[config.mk]
export PLATFORM = sky130hd
export DESIGN_NAME = polyline_route_to_pixels
export DESIGN_NICKNAME = d
export VERILOG_FILES = /design/src/hdl/plrp_pkg.sv /design/src/hdl/polyline_route_to_pixels.sv /design/src/hdl/plrp_front.sv /design/src/hdl/plrp_queue.sv /design/src/hdl/plrp_div.sv /design/src/hdl/plrp_back.sv
export VERILOG_INCLUDE_DIRS = /design/src /design/src/hdl
export SDC_FILE = /design/constraint.sdc
export NUM_CORES = 2
export LEC_CHECK = 0
export ABC_AREA = 1
export BUFFER_PORTS_ARGS = -buffer_cell sky130_fd_sc_hd__buf_2
export CORE_ASPECT_RATIO = 0.7
export CORE_MARGIN = 2
export CORE_UTILIZATION = 50
export CTS_CLUSTER_SIZE = 24
export DETAILED_ROUTE_END_ITERATION = 7
export PLACE_DENSITY = 0.61
export SLEW_MARGIN = 20
export SYNTH_ARGS = -nofsm -noshare
export SYNTH_HDL_FRONTEND = slang
export SYNTH_SLANG_ARGS = --single-unit
[constraint.sdc]
create_clock -name clk -period 14.66 [get_ports clk]
set_input_delay 1.466 -clock clk [delete_from_list [all_inputs] [get_ports clk]]
set_output_delay 1.466 -clock clk [all_outputs]
set_load 0.05 [all_outputs]
[src/hdl/polyline_route_to_pixels_macros.svh]
// ----------------------------------------------------------------------------
// Polyline decoder assertion macros
// Concurrent checks used by the top-level module.
// ----------------------------------------------------------------------------
`ifndef POLYLINE_ROUTE_TO_PIXELS_MACROS_SVH
`define POLYLINE_ROUTE_TO_PIXELS_MACROS_SVH

// a holds, so b holds in the same cycle
`define PLRP_ASSERT_IMP(label, clk, rst_n, a, b) \
    label: assert property (@(posedge clk) disable iff (!rst_n) (a) |-> (b)) \
        else $error("assertion failed: same-cycle implication");

// a holds, so b holds in the next cycle
`define PLRP_ASSERT_NXT(label, clk, rst_n, a, b) \
    label: assert property (@(posedge clk) disable iff (!rst_n) (a) |=> (b)) \
        else $error("assertion failed: next-cycle implication");

`endif

[src/hdl/plrp_pkg.sv]
// ----------------------------------------------------------------------------
// Polyline decoder package
// Widths, register codes, reset values and shared types.
// ----------------------------------------------------------------------------
package plrp_pkg;

    localparam int PAD        = 5;
    localparam int ACC_W      = 32;
    localparam int CHUNK_W    = 5;
    localparam int CNT_W      = 3;
    localparam int MAX_CHUNKS = 7;
    localparam int SYM_W      = 8;
    localparam int SYM_BIAS   = 63;

    localparam int DIFF_W = ACC_W + 1;
    localparam int MULT_W = 11;
    localparam int PROD_W = DIFF_W + MULT_W;
    localparam int QUOT_W = PROD_W + 1;
    localparam int DEN_W  = ACC_W;
    localparam int PIX_W  = 11;
    localparam int PIX_MAX = 2047;

    localparam int QUEUE_DEPTH = 2;
    localparam int QPTR_W      = (QUEUE_DEPTH > 1) ? $clog2(QUEUE_DEPTH) : 1;
    localparam int QCNT_W      = $clog2(QUEUE_DEPTH + 1);

    localparam int CFG_IDX_W  = 2;
    localparam int CFG_DATA_W = 10;

    localparam logic [CFG_IDX_W-1:0] REG_BOX_LEFT   = 2'd0;
    localparam logic [CFG_IDX_W-1:0] REG_BOX_TOP    = 2'd1;
    localparam logic [CFG_IDX_W-1:0] REG_BOX_WIDTH  = 2'd2;
    localparam logic [CFG_IDX_W-1:0] REG_BOX_HEIGHT = 2'd3;

    localparam logic [9:0] BOX_LEFT_RST   = 10'd400;
    localparam logic [8:0] BOX_TOP_RST    = 9'd70;
    localparam logic [9:0] BOX_WIDTH_RST  = 10'd280;
    localparam logic [8:0] BOX_HEIGHT_RST = 9'd200;

    localparam logic signed [ACC_W-1:0] BOUND_LOW_RST  = 32'sh7fff_ffff;
    localparam logic signed [ACC_W-1:0] BOUND_HIGH_RST = 32'sh8000_0000;

    typedef struct packed {
        logic [9:0] box_left;
        logic [8:0] box_top;
        logic [9:0] box_width;
        logic [8:0] box_height;
    } box_cfg_t;

    typedef struct packed {
        logic signed [DIFF_W-1:0] dx;
        logic [DEN_W-1:0]         rx;
        logic signed [DIFF_W-1:0] dy;
        logic [DEN_W-1:0]         ry;
        logic                     pen;
    } map_job_t;

    typedef struct packed {
        logic full;
        logic empty;
    } queue_stat_t;

    typedef struct packed {
        logic busy;
        logic out_held;
    } back_stat_t;

endpackage

[src/hdl/polyline_route_to_pixels.sv]
// Flow: a completed draw point is queued when its last character is
// accepted, then multiplied, divided, offset, clamped and registered.
// Throughput: one character per cycle while the two-entry queue has room;
// the back maps one point at a time, using the 44-step dividers.
// Reset: asynchronous; box registers return to their defaults, sums clear and
// the bounds return to the empty box.
`include "polyline_route_to_pixels_macros.svh"
// ----------------------------------------------------------------------------
// Polyline route to pixels
// Decodes encoded polyline characters and maps each point into a pixel box.
// ----------------------------------------------------------------------------
module polyline_route_to_pixels (
    input  logic                               clk,
    input  logic                               rst_n,
    input  logic                               in_valid,
    output logic                               in_ready,
    input  logic                               op,
    input  logic [plrp_pkg::SYM_W-1:0]         symbol,
    input  logic                               start_req,
    output logic                               out_valid,
    input  logic                               out_ready,
    output logic [plrp_pkg::PIX_W-1:0]         pixel_x,
    output logic [plrp_pkg::PIX_W-1:0]         pixel_y,
    output logic                               pen_down,
    input  logic                               cfg_valid,
    output logic                               cfg_ready,
    input  logic [plrp_pkg::CFG_IDX_W-1:0]     cfg_index,
    input  logic [plrp_pkg::CFG_DATA_W-1:0]    cfg_data
);

    plrp_pkg::box_cfg_t     cfg_reg, cfg_next;
    plrp_pkg::queue_stat_t  q_stat;
    plrp_pkg::back_stat_t   back_stat;
    plrp_pkg::map_job_t     push_job, pop_job;
    logic                   q_push, q_pop, q_valid;

    assign cfg_ready = 1'b1;

    always_comb
    begin
        cfg_next = cfg_reg;
        if (cfg_valid)
        begin
            unique case (cfg_index)
                plrp_pkg::REG_BOX_LEFT:   cfg_next.box_left   = cfg_data[9:0];
                plrp_pkg::REG_BOX_TOP:    cfg_next.box_top    = cfg_data[8:0];
                plrp_pkg::REG_BOX_WIDTH:  cfg_next.box_width  = cfg_data[9:0];
                plrp_pkg::REG_BOX_HEIGHT: cfg_next.box_height = cfg_data[8:0];
            endcase
        end
    end

    always_ff @(posedge clk or negedge rst_n)
    begin
        if (!rst_n)
        begin
            cfg_reg.box_left   <= plrp_pkg::BOX_LEFT_RST;
            cfg_reg.box_top    <= plrp_pkg::BOX_TOP_RST;
            cfg_reg.box_width  <= plrp_pkg::BOX_WIDTH_RST;
            cfg_reg.box_height <= plrp_pkg::BOX_HEIGHT_RST;
        end
        else
        begin
            cfg_reg <= cfg_next;
        end
    end

    plrp_front u_front (
        .clk       (clk),
        .rst_n     (rst_n),
        .in_valid  (in_valid),
        .in_ready  (in_ready),
        .op        (op),
        .symbol    (symbol),
        .start_req (start_req),
        .q_stat    (q_stat),
        .q_push    (q_push),
        .q_job     (push_job)
    );

    plrp_queue u_queue (
        .clk       (clk),
        .rst_n     (rst_n),
        .push      (q_push),
        .push_job  (push_job),
        .pop       (q_pop),
        .pop_job   (pop_job),
        .pop_valid (q_valid),
        .stat      (q_stat)
    );

    plrp_back u_back (
        .clk       (clk),
        .rst_n     (rst_n),
        .cfg       (cfg_reg),
        .job_valid (q_valid),
        .job       (pop_job),
        .job_pop   (q_pop),
        .stat      (back_stat),
        .out_valid (out_valid),
        .out_ready (out_ready),
        .pixel_x   (pixel_x),
        .pixel_y   (pixel_y),
        .pen_down  (pen_down)
    );

    `PLRP_ASSERT_IMP(a_push_has_room, clk, rst_n, q_push, !q_stat.full)
    `PLRP_ASSERT_IMP(a_pop_has_entry, clk, rst_n, q_pop, !q_stat.empty)
    `PLRP_ASSERT_NXT(a_pop_starts_map, clk, rst_n, q_pop, back_stat.busy)
    `PLRP_ASSERT_NXT(a_held_out_stays, clk, rst_n, back_stat.out_held, out_valid)

endmodule

[src/hdl/plrp_front.sv]
// ----------------------------------------------------------------------------
// Polyline decoder front
// Accepts characters, collects chunks, keeps running sums and bounds, and
// queues completed draw points as mapping requests.
// ----------------------------------------------------------------------------
module plrp_front (
    input  logic                           clk,
    input  logic                           rst_n,
    input  logic                           in_valid,
    output logic                           in_ready,
    input  logic                           op,
    input  logic [plrp_pkg::SYM_W-1:0]     symbol,
    input  logic                           start_req,
    input  plrp_pkg::queue_stat_t          q_stat,
    output logic                           q_push,
    output plrp_pkg::map_job_t             q_job
);

    logic [plrp_pkg::ACC_W-1:0]        acc_reg, acc_next;
    logic [plrp_pkg::CNT_W-1:0]        cnt_reg, cnt_next;
    logic                              lon_sel_reg, lon_sel_next;
    logic [plrp_pkg::ACC_W-1:0]        lat_tot_reg, lat_tot_next;
    logic [plrp_pkg::ACC_W-1:0]        lon_tot_reg, lon_tot_next;
    logic signed [plrp_pkg::ACC_W-1:0] lat_lo_reg, lat_lo_next;
    logic signed [plrp_pkg::ACC_W-1:0] lat_hi_reg, lat_hi_next;
    logic signed [plrp_pkg::ACC_W-1:0] lon_lo_reg, lon_lo_next;
    logic signed [plrp_pkg::ACC_W-1:0] lon_hi_reg, lon_hi_next;
    logic                              prev_reg, prev_next;

    logic                              accept;
    logic [plrp_pkg::SYM_W:0]          diff;
    logic [plrp_pkg::CHUNK_W-1:0]      chunk;
    logic                              cont;
    logic [4:0]                        shamt;
    logic [plrp_pkg::ACC_W-1:0]        acc_e, acc_new, delta;
    logic [plrp_pkg::CNT_W-1:0]        cnt_e;
    logic                              lon_sel_e, prev_e, clr_bounds;
    logic [plrp_pkg::ACC_W-1:0]        lat_tot_e, lon_tot_e, lon_pt;
    logic signed [plrp_pkg::ACC_W-1:0] lat_s, lon_s;
    logic signed [plrp_pkg::ACC_W-1:0] lat_lo_e, lat_hi_e, lon_lo_e, lon_hi_e;
    logic                              point, degen;

    assign in_ready = !q_stat.full;
    assign accept   = in_valid && in_ready;

    always_comb
    begin
        diff  = {1'b0, symbol} - (plrp_pkg::SYM_W + 1)'(plrp_pkg::SYM_BIAS);
        chunk = diff[plrp_pkg::CHUNK_W-1:0];
        cont  = !diff[plrp_pkg::SYM_W] && (diff[plrp_pkg::SYM_W-1:plrp_pkg::CHUNK_W] != '0);

        acc_e      = start_req ? '0 : acc_reg;
        cnt_e      = start_req ? '0 : cnt_reg;
        lon_sel_e  = start_req ? 1'b0 : lon_sel_reg;
        lat_tot_e  = start_req ? '0 : lat_tot_reg;
        lon_tot_e  = start_req ? '0 : lon_tot_reg;
        prev_e     = start_req ? 1'b0 : prev_reg;
        clr_bounds = start_req && !op;
        lat_lo_e   = clr_bounds ? plrp_pkg::BOUND_LOW_RST  : lat_lo_reg;
        lat_hi_e   = clr_bounds ? plrp_pkg::BOUND_HIGH_RST : lat_hi_reg;
        lon_lo_e   = clr_bounds ? plrp_pkg::BOUND_LOW_RST  : lon_lo_reg;
        lon_hi_e   = clr_bounds ? plrp_pkg::BOUND_HIGH_RST : lon_hi_reg;

        shamt = {cnt_e[2:0], 2'b00} + {2'b00, cnt_e[2:0]};
        if (cnt_e < plrp_pkg::CNT_W'(plrp_pkg::MAX_CHUNKS))
        begin
            acc_new  = acc_e | (plrp_pkg::ACC_W'(chunk) << shamt);
            cnt_next = cnt_e + plrp_pkg::CNT_W'(1);
        end
        else
        begin
            acc_new  = acc_e;
            cnt_next = cnt_e;
        end

        delta  = {1'b0, acc_new[plrp_pkg::ACC_W-1:1]} ^ {plrp_pkg::ACC_W{acc_new[0]}};
        lon_pt = lon_tot_e + delta;
        lat_s  = $signed(lat_tot_e);
        lon_s  = $signed(lon_pt);
        point  = !cont && lon_sel_e;
        degen  = (lat_hi_e <= lat_lo_e) || (lon_hi_e <= lon_lo_e);

        acc_next     = acc_new;
        lon_sel_next = lon_sel_e;
        lat_tot_next = lat_tot_e;
        lon_tot_next = lon_tot_e;
        prev_next    = prev_e;
        lat_lo_next  = lat_lo_e;
        lat_hi_next  = lat_hi_e;
        lon_lo_next  = lon_lo_e;
        lon_hi_next  = lon_hi_e;

        if (!cont)
        begin
            acc_next = '0;
            cnt_next = '0;
            if (!lon_sel_e)
            begin
                lat_tot_next = lat_tot_e + delta;
                lon_sel_next = 1'b1;
            end
            else
            begin
                lon_tot_next = lon_pt;
                lon_sel_next = 1'b0;
                if (!op)
                begin
                    if (lat_s < lat_lo_e) lat_lo_next = lat_s;
                    if (lat_s > lat_hi_e) lat_hi_next = lat_s;
                    if (lon_s < lon_lo_e) lon_lo_next = lon_s;
                    if (lon_s > lon_hi_e) lon_hi_next = lon_s;
                end
                else if (!degen)
                begin
                    prev_next = 1'b1;
                end
            end
        end

        q_push   = accept && point && op && !degen;
        q_job.dx = $signed({lon_s[plrp_pkg::ACC_W-1], lon_s})
                 - $signed({lon_lo_e[plrp_pkg::ACC_W-1], lon_lo_e});
        q_job.dy = $signed({lat_s[plrp_pkg::ACC_W-1], lat_s})
                 - $signed({lat_lo_e[plrp_pkg::ACC_W-1], lat_lo_e});
        q_job.rx = lon_hi_e - lon_lo_e;
        q_job.ry = lat_hi_e - lat_lo_e;
        q_job.pen = prev_e;
    end

    always_ff @(posedge clk or negedge rst_n)
    begin
        if (!rst_n)
        begin
            acc_reg     <= '0;
            cnt_reg     <= '0;
            lon_sel_reg <= 1'b0;
            lat_tot_reg <= '0;
            lon_tot_reg <= '0;
            lat_lo_reg  <= plrp_pkg::BOUND_LOW_RST;
            lat_hi_reg  <= plrp_pkg::BOUND_HIGH_RST;
            lon_lo_reg  <= plrp_pkg::BOUND_LOW_RST;
            lon_hi_reg  <= plrp_pkg::BOUND_HIGH_RST;
            prev_reg    <= 1'b0;
        end
        else if (accept)
        begin
            acc_reg     <= acc_next;
            cnt_reg     <= cnt_next;
            lon_sel_reg <= lon_sel_next;
            lat_tot_reg <= lat_tot_next;
            lon_tot_reg <= lon_tot_next;
            lat_lo_reg  <= lat_lo_next;
            lat_hi_reg  <= lat_hi_next;
            lon_lo_reg  <= lon_lo_next;
            lon_hi_reg  <= lon_hi_next;
            prev_reg    <= prev_next;
        end
    end

endmodule

[src/hdl/plrp_queue.sv]
// ----------------------------------------------------------------------------
// Polyline decoder request queue
// Short FIFO of mapping requests between front and back.
// ----------------------------------------------------------------------------
module plrp_queue (
    input  logic                  clk,
    input  logic                  rst_n,
    input  logic                  push,
    input  plrp_pkg::map_job_t    push_job,
    input  logic                  pop,
    output plrp_pkg::map_job_t    pop_job,
    output logic                  pop_valid,
    output plrp_pkg::queue_stat_t stat
);

    plrp_pkg::map_job_t                 mem_reg [plrp_pkg::QUEUE_DEPTH];
    logic [plrp_pkg::QPTR_W-1:0]        wr_ptr_reg, wr_ptr_next;
    logic [plrp_pkg::QPTR_W-1:0]        rd_ptr_reg, rd_ptr_next;
    logic [plrp_pkg::QCNT_W-1:0]        cnt_reg, cnt_next;

    function automatic logic [plrp_pkg::QPTR_W-1:0] ptr_inc(
        input logic [plrp_pkg::QPTR_W-1:0] p
    );
        if (p == plrp_pkg::QPTR_W'(plrp_pkg::QUEUE_DEPTH - 1))
            ptr_inc = '0;
        else
            ptr_inc = p + plrp_pkg::QPTR_W'(1);
    endfunction

    assign stat.full  = (cnt_reg == plrp_pkg::QCNT_W'(plrp_pkg::QUEUE_DEPTH));
    assign stat.empty = (cnt_reg == '0);
    assign pop_valid  = !stat.empty;
    assign pop_job    = mem_reg[rd_ptr_reg];

    always_comb
    begin
        wr_ptr_next = push ? ptr_inc(wr_ptr_reg) : wr_ptr_reg;
        rd_ptr_next = pop ? ptr_inc(rd_ptr_reg) : rd_ptr_reg;
        cnt_next    = cnt_reg + plrp_pkg::QCNT_W'(push) - plrp_pkg::QCNT_W'(pop);
    end

    always_ff @(posedge clk or negedge rst_n)
    begin
        if (!rst_n)
        begin
            wr_ptr_reg <= '0;
            rd_ptr_reg <= '0;
            cnt_reg    <= '0;
        end
        else
        begin
            wr_ptr_reg <= wr_ptr_next;
            rd_ptr_reg <= rd_ptr_next;
            cnt_reg    <= cnt_next;
        end
    end

    always_ff @(posedge clk)
    begin
        if (push)
        begin
            mem_reg[wr_ptr_reg] <= push_job;
        end
    end

endmodule

[src/hdl/plrp_div.sv]
// ----------------------------------------------------------------------------
// Polyline decoder divider
// Signed by unsigned restoring divider, one quotient bit per cycle,
// truncating toward zero.
// ----------------------------------------------------------------------------
module plrp_div (
    input  logic                                clk,
    input  logic                                rst_n,
    input  logic                                start,
    input  logic signed [plrp_pkg::PROD_W-1:0]  num,
    input  logic [plrp_pkg::DEN_W-1:0]          den,
    output logic                                busy,
    output logic signed [plrp_pkg::QUOT_W-1:0]  quot
);

    localparam int STEP_W = $clog2(plrp_pkg::PROD_W + 1);

    logic                          busy_reg, busy_next;
    logic [STEP_W-1:0]             step_reg, step_next;
    logic [plrp_pkg::DEN_W-1:0]    rem_reg, rem_next;
    logic [plrp_pkg::PROD_W-1:0]   qr_reg, qr_next;
    logic                          neg_reg, neg_next;
    logic [plrp_pkg::DEN_W:0]      rem_sh, rem_sub;
    logic                          ge;

    assign busy = busy_reg;
    assign quot = neg_reg ? -$signed({1'b0, qr_reg}) : $signed({1'b0, qr_reg});

    always_comb
    begin
        rem_sh  = {rem_reg, qr_reg[plrp_pkg::PROD_W-1]};
        rem_sub = rem_sh - {1'b0, den};
        ge      = (rem_sh >= {1'b0, den});

        busy_next = busy_reg;
        step_next = step_reg;
        rem_next  = rem_reg;
        qr_next   = qr_reg;
        neg_next  = neg_reg;

        if (start)
        begin
            busy_next = 1'b1;
            step_next = STEP_W'(plrp_pkg::PROD_W);
            rem_next  = '0;
            neg_next  = num[plrp_pkg::PROD_W-1];
            qr_next   = num[plrp_pkg::PROD_W-1] ? plrp_pkg::PROD_W'(-num)
                                                 : plrp_pkg::PROD_W'(num);
        end
        else if (busy_reg)
        begin
            rem_next  = ge ? rem_sub[plrp_pkg::DEN_W-1:0] : rem_sh[plrp_pkg::DEN_W-1:0];
            qr_next   = {qr_reg[plrp_pkg::PROD_W-2:0], ge};
            step_next = step_reg - STEP_W'(1);
            if (step_reg == STEP_W'(1))
                busy_next = 1'b0;
        end
    end

    always_ff @(posedge clk or negedge rst_n)
    begin
        if (!rst_n)
        begin
            busy_reg <= 1'b0;
            step_reg <= '0;
        end
        else
        begin
            busy_reg <= busy_next;
            step_reg <= step_next;
        end
    end

    always_ff @(posedge clk)
    begin
        rem_reg <= rem_next;
        qr_reg  <= qr_next;
        neg_reg <= neg_next;
    end

endmodule

[src/hdl/plrp_back.sv]
// ----------------------------------------------------------------------------
// Polyline decoder back
// Maps queued points into the padded box: multiply, divide, offset, clamp,
// and hold the pixel in the output register.
// ----------------------------------------------------------------------------
module plrp_back (
    input  logic                          clk,
    input  logic                          rst_n,
    input  plrp_pkg::box_cfg_t            cfg,
    input  logic                          job_valid,
    input  plrp_pkg::map_job_t            job,
    output logic                          job_pop,
    output plrp_pkg::back_stat_t          stat,
    output logic                          out_valid,
    input  logic                          out_ready,
    output logic [plrp_pkg::PIX_W-1:0]    pixel_x,
    output logic [plrp_pkg::PIX_W-1:0]    pixel_y,
    output logic                          pen_down
);

    localparam logic [1:0] S_IDLE  = 2'd0;
    localparam logic [1:0] S_MUL   = 2'd1;
    localparam logic [1:0] S_START = 2'd2;
    localparam logic [1:0] S_DIV   = 2'd3;

    localparam int SUM_W = plrp_pkg::QUOT_W + 1;

    logic [1:0]                           state_reg, state_next;
    plrp_pkg::map_job_t                   job_reg;
    logic signed [plrp_pkg::PROD_W-1:0]   prod_x_reg, prod_y_reg;
    logic                                 out_valid_reg, out_valid_next;
    logic [plrp_pkg::PIX_W-1:0]           pixel_x_reg, pixel_y_reg;
    logic                                 pen_reg;

    logic signed [plrp_pkg::MULT_W-1:0]   iw, nih;
    logic signed [11:0]                   base_x, base_y;
    logic                                 div_start, busy_x, busy_y, load;
    logic signed [plrp_pkg::QUOT_W-1:0]   quot_x, quot_y;
    logic signed [SUM_W-1:0]              sum_x, sum_y;

    function automatic logic [plrp_pkg::PIX_W-1:0] clamp_pix(
        input logic signed [SUM_W-1:0] v
    );
        if (v < 0)
            clamp_pix = '0;
        else if (v > SUM_W'(plrp_pkg::PIX_MAX))
            clamp_pix = plrp_pkg::PIX_W'(plrp_pkg::PIX_MAX);
        else
            clamp_pix = v[plrp_pkg::PIX_W-1:0];
    endfunction

    assign iw  = $signed({1'b0, cfg.box_width}) - plrp_pkg::MULT_W'(2 * plrp_pkg::PAD);
    assign nih = plrp_pkg::MULT_W'(2 * plrp_pkg::PAD) - $signed({2'b00, cfg.box_height});
    assign base_x = $signed({2'b00, cfg.box_left}) + 12'(plrp_pkg::PAD);
    assign base_y = $signed({3'b000, cfg.box_top}) + $signed({3'b000, cfg.box_height})
                  - 12'(plrp_pkg::PAD);

    assign div_start = (state_reg == S_START);
    assign job_pop   = job_valid && (state_reg == S_IDLE);

    plrp_div u_div_x (
        .clk   (clk),
        .rst_n (rst_n),
        .start (div_start),
        .num   (prod_x_reg),
        .den   (job_reg.rx),
        .busy  (busy_x),
        .quot  (quot_x)
    );

    plrp_div u_div_y (
        .clk   (clk),
        .rst_n (rst_n),
        .start (div_start),
        .num   (prod_y_reg),
        .den   (job_reg.ry),
        .busy  (busy_y),
        .quot  (quot_y)
    );

    always_comb
    begin
        sum_x = SUM_W'(base_x) + SUM_W'(quot_x);
        sum_y = SUM_W'(base_y) + SUM_W'(quot_y);
        load  = (state_reg == S_DIV) && !busy_x && !busy_y
             && (!out_valid_reg || out_ready);

        state_next = state_reg;
        unique case (state_reg)
            S_IDLE:  if (job_valid) state_next = S_MUL;
            S_MUL:   state_next = S_START;
            S_START: state_next = S_DIV;
            S_DIV:   if (load) state_next = S_IDLE;
        endcase

        out_valid_next = out_valid_reg;
        if (load)
            out_valid_next = 1'b1;
        else if (out_ready)
            out_valid_next = 1'b0;
    end

    always_ff @(posedge clk or negedge rst_n)
    begin
        if (!rst_n)
        begin
            state_reg     <= S_IDLE;
            out_valid_reg <= 1'b0;
        end
        else
        begin
            state_reg     <= state_next;
            out_valid_reg <= out_valid_next;
        end
    end

    always_ff @(posedge clk)
    begin
        if (job_pop)
            job_reg <= job;
        if (state_reg == S_MUL)
        begin
            prod_x_reg <= job_reg.dx * iw;
            prod_y_reg <= job_reg.dy * nih;
        end
        if (load)
        begin
            pixel_x_reg <= clamp_pix(sum_x);
            pixel_y_reg <= clamp_pix(sum_y);
            pen_reg     <= job_reg.pen;
        end
    end

    assign stat.busy     = (state_reg != S_IDLE);
    assign stat.out_held = out_valid_reg && !out_ready;
    assign out_valid     = out_valid_reg;
    assign pixel_x       = pixel_x_reg;
    assign pixel_y       = pixel_y_reg;
    assign pen_down      = pen_reg;

endmodule

# Yosys cells after proc, flatten, opt, wreduce, memory -nomap -nowiden
# Memories as Yosys holds them, arrays and structs flattened. A register that Yosys moved wholly into a read port is not among the register bits.
# Cells that the tools add are included.
# classes
muxes	71
eq_ne	11
n_mul	2
addsub	28
n_reduce_logical	34
n_bitwise	2
n_lt_le_gt_ge	13
n_shift	1
# ops
operator	n
$mux 32	31
$mux 44	6
$sub 32x32->32	4
$add 12x45->46	2
$gt 46x12->1 const B	2
$lt 46x1->1 const B	2
$mux 45	2
$neg 44->45	2
$neg 44->44	2
$ge 33x32->1	2
$sub 32x32->33	2
$add 32x32->32	2
$gt 32x32->1	2
$le 32x32->1	2
$lt 32x32->1	2
$mul 33x11->44	1
$mul 33x10->43	1
$or 32x32->32	1
$shl 5x5->32	1
$xor 31x32->32	1
$mux 6	4
$mux 11	2
$mux 1	20
$eq 6x1->1 const B	2
27 further kinds	64
# word_totals
word_cells	197
ramBits	262
in_bits	27
regBits	553
memories	1
out_inout_bits	26
# mem_list
memory	depth	word_bits	read_ports	rd_ports_with_merged_regs	wr	line	source
u_queue.mem_reg	2	131	1	1	1	plrp_queue.sv:16	plrp_pkg::map_job_t mem_reg [plrp_pkg::QUEUE_DEPTH];

# Logic depth before layout (Yosys ltp)
# depth
ltp_word	12
depth_mapped	45
depth_no_buf	43

# By module
# From an unflattened synthesis, not the netlist that was laid out.
# hier_totals
hier_cells	12536
hier_area_um2	92870.3
# modules_own_cells
module	instances	cells_per_inst	seq_area_each_um2	area_each_um2
plrp_back	1	4914	7312.0	38605.8
plrp_front	1	3663	5810.6	24288.3
plrp_queue	1	710	7967.6	10197.3
plrp_div at u_back.u_div_x	1	1541	2167.1	9118.7
plrp_div at u_back.u_div_y	1	1535	2167.1	9017.4
polyline_route_to_pixels	1	173	965.9	1642.8

# Worst setup path before layout
# OpenSTA, ideal clock, no wires.
# synth_timing
kind	input to register
start	in start_req
end	mem u_queue.mem_reg[1][0] (netlist bit), enable pin
required_ns	14.037
path_slack_ns	3.527
cell_stages	24
setup_ns	0.623
path_buffers	3
arrival_time_ns	10.510
path_cell_list	clkbuf_1 inv_1 nor2_1 clkbuf_1 buf_1 nor2_1 inv_1 ha_1 inv_1 fa_1 nand3_1 nand2_1 a21boi_0 o21ai_0 a21boi_0 o21ai_0 nand2_1 nand2_1 nand2_1 o211ai_1 nand2_1 nor3b_2 nand3_1 nor2_1
# synth_between
elab_chain_cells	8
elab_cells_between_ends	16
classes_between	order compare (2); mux (7); reduce/logical (7)
# synth_rtl
element	line	source
start, declared	polyline_route_to_pixels.sv:19	input logic start_req,
$logic_and 1x1->1	plrp_front.sv:58	clr_bounds = start_req && !op;
$mux 32 (on tied branches)	-	
$le 32x32->1	plrp_front.sv:81	degen = (lat_hi_e <= lat_lo_e) || (lon_hi_e <= lon_lo_e);
$logic_or 1x1->1	plrp_front.sv:81	
$logic_not 1->1	-	
$logic_and 1x1->1 (*)	plrp_front.sv:120	q_push = accept && point && op && !degen;
$mux 1 (*)	plrp_queue.sv:60	if (push)
$mux 1 (implied by the code) (*)	plrp_queue.sv:62	mem_reg[wr_ptr_reg] <= push_job;
end, declared	plrp_queue.sv:16	
# Every way passes the cells marked *; elsewhere a longest branch is shown, timed or not.

# Worst setup path after layout
# layout_timing
start	in start_req
end	reg u_front.lon_lo_reg[9] (netlist bit)
# layout_between
elab_chain_cells	12
elab_cells_between_ends	18
classes_between	add/sub (2); order compare (2); shift (1); mux (10); bitwise (2); reduce/logical (1)
# layout_rtl
element	line	source
$mux 3	plrp_front.sv:53	cnt_e = start_req ? '0 : cnt_reg;
$add 5x3->5	plrp_front.sv:64	shamt = {cnt_e[2:0], 2'b00} + {2'b00, cnt_e[2:0]};
$shl 5x5->32	plrp_front.sv:67	acc_new = acc_e | (plrp_pkg::ACC_W'(chunk) << shamt);
$or 32x32->32	plrp_front.sv:67	
$mux 32	plrp_front.sv:65	if (cnt_e < plrp_pkg::CNT_W'(plrp_pkg::MAX_CHUNKS))
$xor 31x32->32	plrp_front.sv:76	delta = {1'b0, acc_new[plrp_pkg::ACC_W-1:1]} ^ {plrp_pkg::ACC_W{acc_new[0]}};
$add 32x32->32	plrp_front.sv:77	lon_pt = lon_tot_e + delta;
$lt 32x32->1	plrp_front.sv:110	if (lon_s < lon_lo_e) lon_lo_next = lon_s;
$mux 32	plrp_front.sv:110	
$mux 32	plrp_front.sv:106	if (!op)
$mux 32	plrp_front.sv:97	if (!lon_sel_e)
$mux 32 (*)	plrp_front.sv:93	if (!cont)
end signal, assigned	plrp_front.sv:141	lon_lo_reg <= plrp_pkg::BOUND_LOW_RST;
end signal, assigned	plrp_front.sv:154	lon_lo_reg <= lon_lo_next;
end, declared	plrp_front.sv:26	logic signed [plrp_pkg::ACC_W-1:0] lon_lo_reg, lon_lo_next;
# Marked as above.
# A chain may end at the register's enable or synchronous reset.

==> results.yml <==
global_route:
  grt_pass1_wl_um: 402000
  grt_pass1_vias: 67302
  grt-ovfl-total: 0
  grtUsageTotal: 0.296
  antenna_found_initial: 9
  grt_max_degree: 103
yosys:
  synth_cell_type_count: 74
  synth_seq_cells: 945
  syn_nets: 11908
  muxShareOfSynthArea: 0
  synthTopCellsByArea: "edfxtp_1, fa_1, nand2_1"
  yosys-top-cells-count: "nand2_1, inv_1, nor2_1"
  synth-simple-area-share: 0.198
  synth.most_common_cell: "nand2_1"
  yosys_warnings: 0
  postSynthAreaPerCell_um2: 8.02
  synthCells: 10678
  synth-edff-count: 593
  synth_compound_area_frac: 0.122
  synth_area_leader_cell: "edfxtp_1"
  syn_area_mm2: 0.0856
  synthAdderAreaFrac: 0.229
  synth_top_family_by_area: "adder cells"
  synth_xor_area_frac: 0.0559
  ys_async_sr_fraction: 0.305
  synth_top_area_frac: 0.208
  ys.flop_type: "edfxtp_1"
  ys_seq_area_frac: 0.308
clock_network:
  tritoncts: "built"
  cts_hold_buf: 0
  clkTransAtPathRegs_ns: 0.06
  cts-resized-gates: 0
  clk_latency_ns: 0.75
  root_buffer: "clkbuf_16"
  htree_num_levels: 3
  clk_path_buf_depth: 3
  cts_setup_buffers: 0
  cts_made_buffers: 100
  cts.sinks: 945
placed_design:
  placement.io_buffers: 51
  gp_congestion: 0.963
  dp_hpwl_um: 206000
drt:
  via_per_inst: 5.51
  wire_per_inst_um: 20.0
  num_vias: 71399
  drt_iter0_drc: 7192
  finalWirelength_um: 259000
  dr.pass1.iters: 8
  drc: 6
  ant_nets: 0
floorplan:
  pin_count: 53
  die_h_um: 350
  initial_core_util: 0.502
  die_x_um: 499
  rows: 127
  dieArea_mm2: 0.175
  core_mm2: 0.171
sta:
  finalHoldViolations: 0
  fin_setup_tns_ns: 0
  maxSlewHeadroom: 0.278
  finalSetupViolations: 0
  post-route-min-period_ns: 11.10
  slew_viol_final: 0
  skew_ns: 0.0362
  worst_slew_pin_slew_ns: 1.07
  finalCritPeriodShare: 0.757
  rsz0062_at_grt: "no"
  clock.fmax_ghz: 0.0901
critical_path:
  crit_path_end_kind: "register"
  critPathKind: "in2reg"
  cp-start-kind: "input port"
  crit_arrival_ns: 11.74
  required_ns: 15.31
  cp_slowest_cell: "clkinv_1"
  path_max_fanout: 59
  cp_slowest_stage_delay_ns: 0.79
run_status:
  violations: "design-rule violations"
  status: "finished with violations"
layout:
  largest_reg_flops: 262
  final_nets: 11832
  syn2layout_area_growth_pct: 7.26
  drive_above_1_share: 0.0517
flow_run:
  drv_cap: 0
min_path:
  hp-class: "reg2reg"
through the flow:
stage	setup WS (ns)	utilization	cell area (um^2)	hold WS, ns	std cells
after global routing	2.66	0.538	91800	0.473	12947
after global placement	3.12	0.517	88300	0.454	12757
final	3.56	0.538	91800	0.466	12950
after detailed placement	2.99	0.517	88300	0.456	12757
after floorplan	3.53	-	85600	0.400	10678
after CTS	3.76	0.538	91800	0.468	12946
cells by family (layout without fill, tap and decap cells):
kind of cell | Yosys count | in the layout
buffers and inverters | 1964 | 1975
AO/OA/AOI/OAI | 1869 | 1869
other | 1 | 5
adder cells (fa/ha/maj) | 1203 | 1203
XOR/XNOR | 546 | 546
flip-flops | 945 | 945
AND/OR/NAND/NOR | 4150 | 4150
worst paths after layout:
kind                                   startpoint                 endpoint  slack, ns  cells after the start
max                                     start_req    u_front.lon_lo_reg[9]       3.56                     37
min                        u_front.lat_lo_reg[18]   u_front.lat_lo_reg[18]       0.47                      2
max reg2reg                    u_front.cnt_reg[0]    u_front.lon_lo_reg[9]       4.99                     36
min reg2reg                u_front.lat_lo_reg[18]   u_front.lat_lo_reg[18]       0.47                      2
max in group asynchronous                   rst_n   u_front.lat_hi_reg[23]      12.53                      2
min in group asynchronous                   rst_n  u_front.lon_tot_reg[18]       0.66                      1
layout by cell type (no fill, tap or decap), drive strengths merged, types with 18 or more instances in the layout:
master | netlist | final
a22oi | 29 | 29
buf | 42 | 129
ha | 601 | 601
nor3 | 82 | 82
or2 | 18 | 18
o22ai | 44 | 44
dfstp | 76 | 76
inv | 1650 | 1660
o211ai | 62 | 62
fa | 602 | 602
xnor2 | 214 | 214
xor2 | 332 | 332
dfrtp | 212 | 212
a21oi | 714 | 714
nand2 | 2578 | 2578
a21boi | 42 | 42
nand4 | 75 | 75
o21ai | 703 | 703
clkinv | 7 | 40
o21bai | 36 | 36
nor4 | 43 | 43
nand3 | 249 | 249
o21a | 31 | 31
dfxtp | 64 | 64
a31oi | 88 | 88
clkbuf | 265 | 123
a21o | 29 | 29
nor2 | 1074 | 1074
edfxtp | 593 | 593
worst max-delay path: cells and delay by family:
kind            cells  cell delay, ns
buf+inv             8            3.09
fa+ha+maj           4            1.24
simple gates        9            1.67
xor+xnor            3            1.14
compound gates     13            3.03
routing by layer:
| metal | vias to the layer above | part of all wire | track usage |
|---|---|---|---|
| met5 | - | 0.00010 | 0 |
| met4 | 4 | 0.013 | 0.0419 |
| met3 | 223 | 0.098 | 0.0647 |
| met2 | 2704 | 0.37 | 0.386 |
| met1 | 34159 | 0.52 | 0.494 |
| li1 | 34309 | - | - |
cell type report:
cell class / count / area, um^2
clock buffers: 123 / 2660
inverters: 1657 / 6240
diodes: 4 / 10.0
clock inverters: 66 / 875
repair buffers: 129 / 857
multi-input cells: 7769 / 51900
fillers: 16143 / 78900
flip-flops and latches: 945 / 26400
well taps: 2257 / 2820
Power is left out: the tool's default activity adds up to more than one toggle a clock period on the data nets, which glitch-free logic cannot reach.
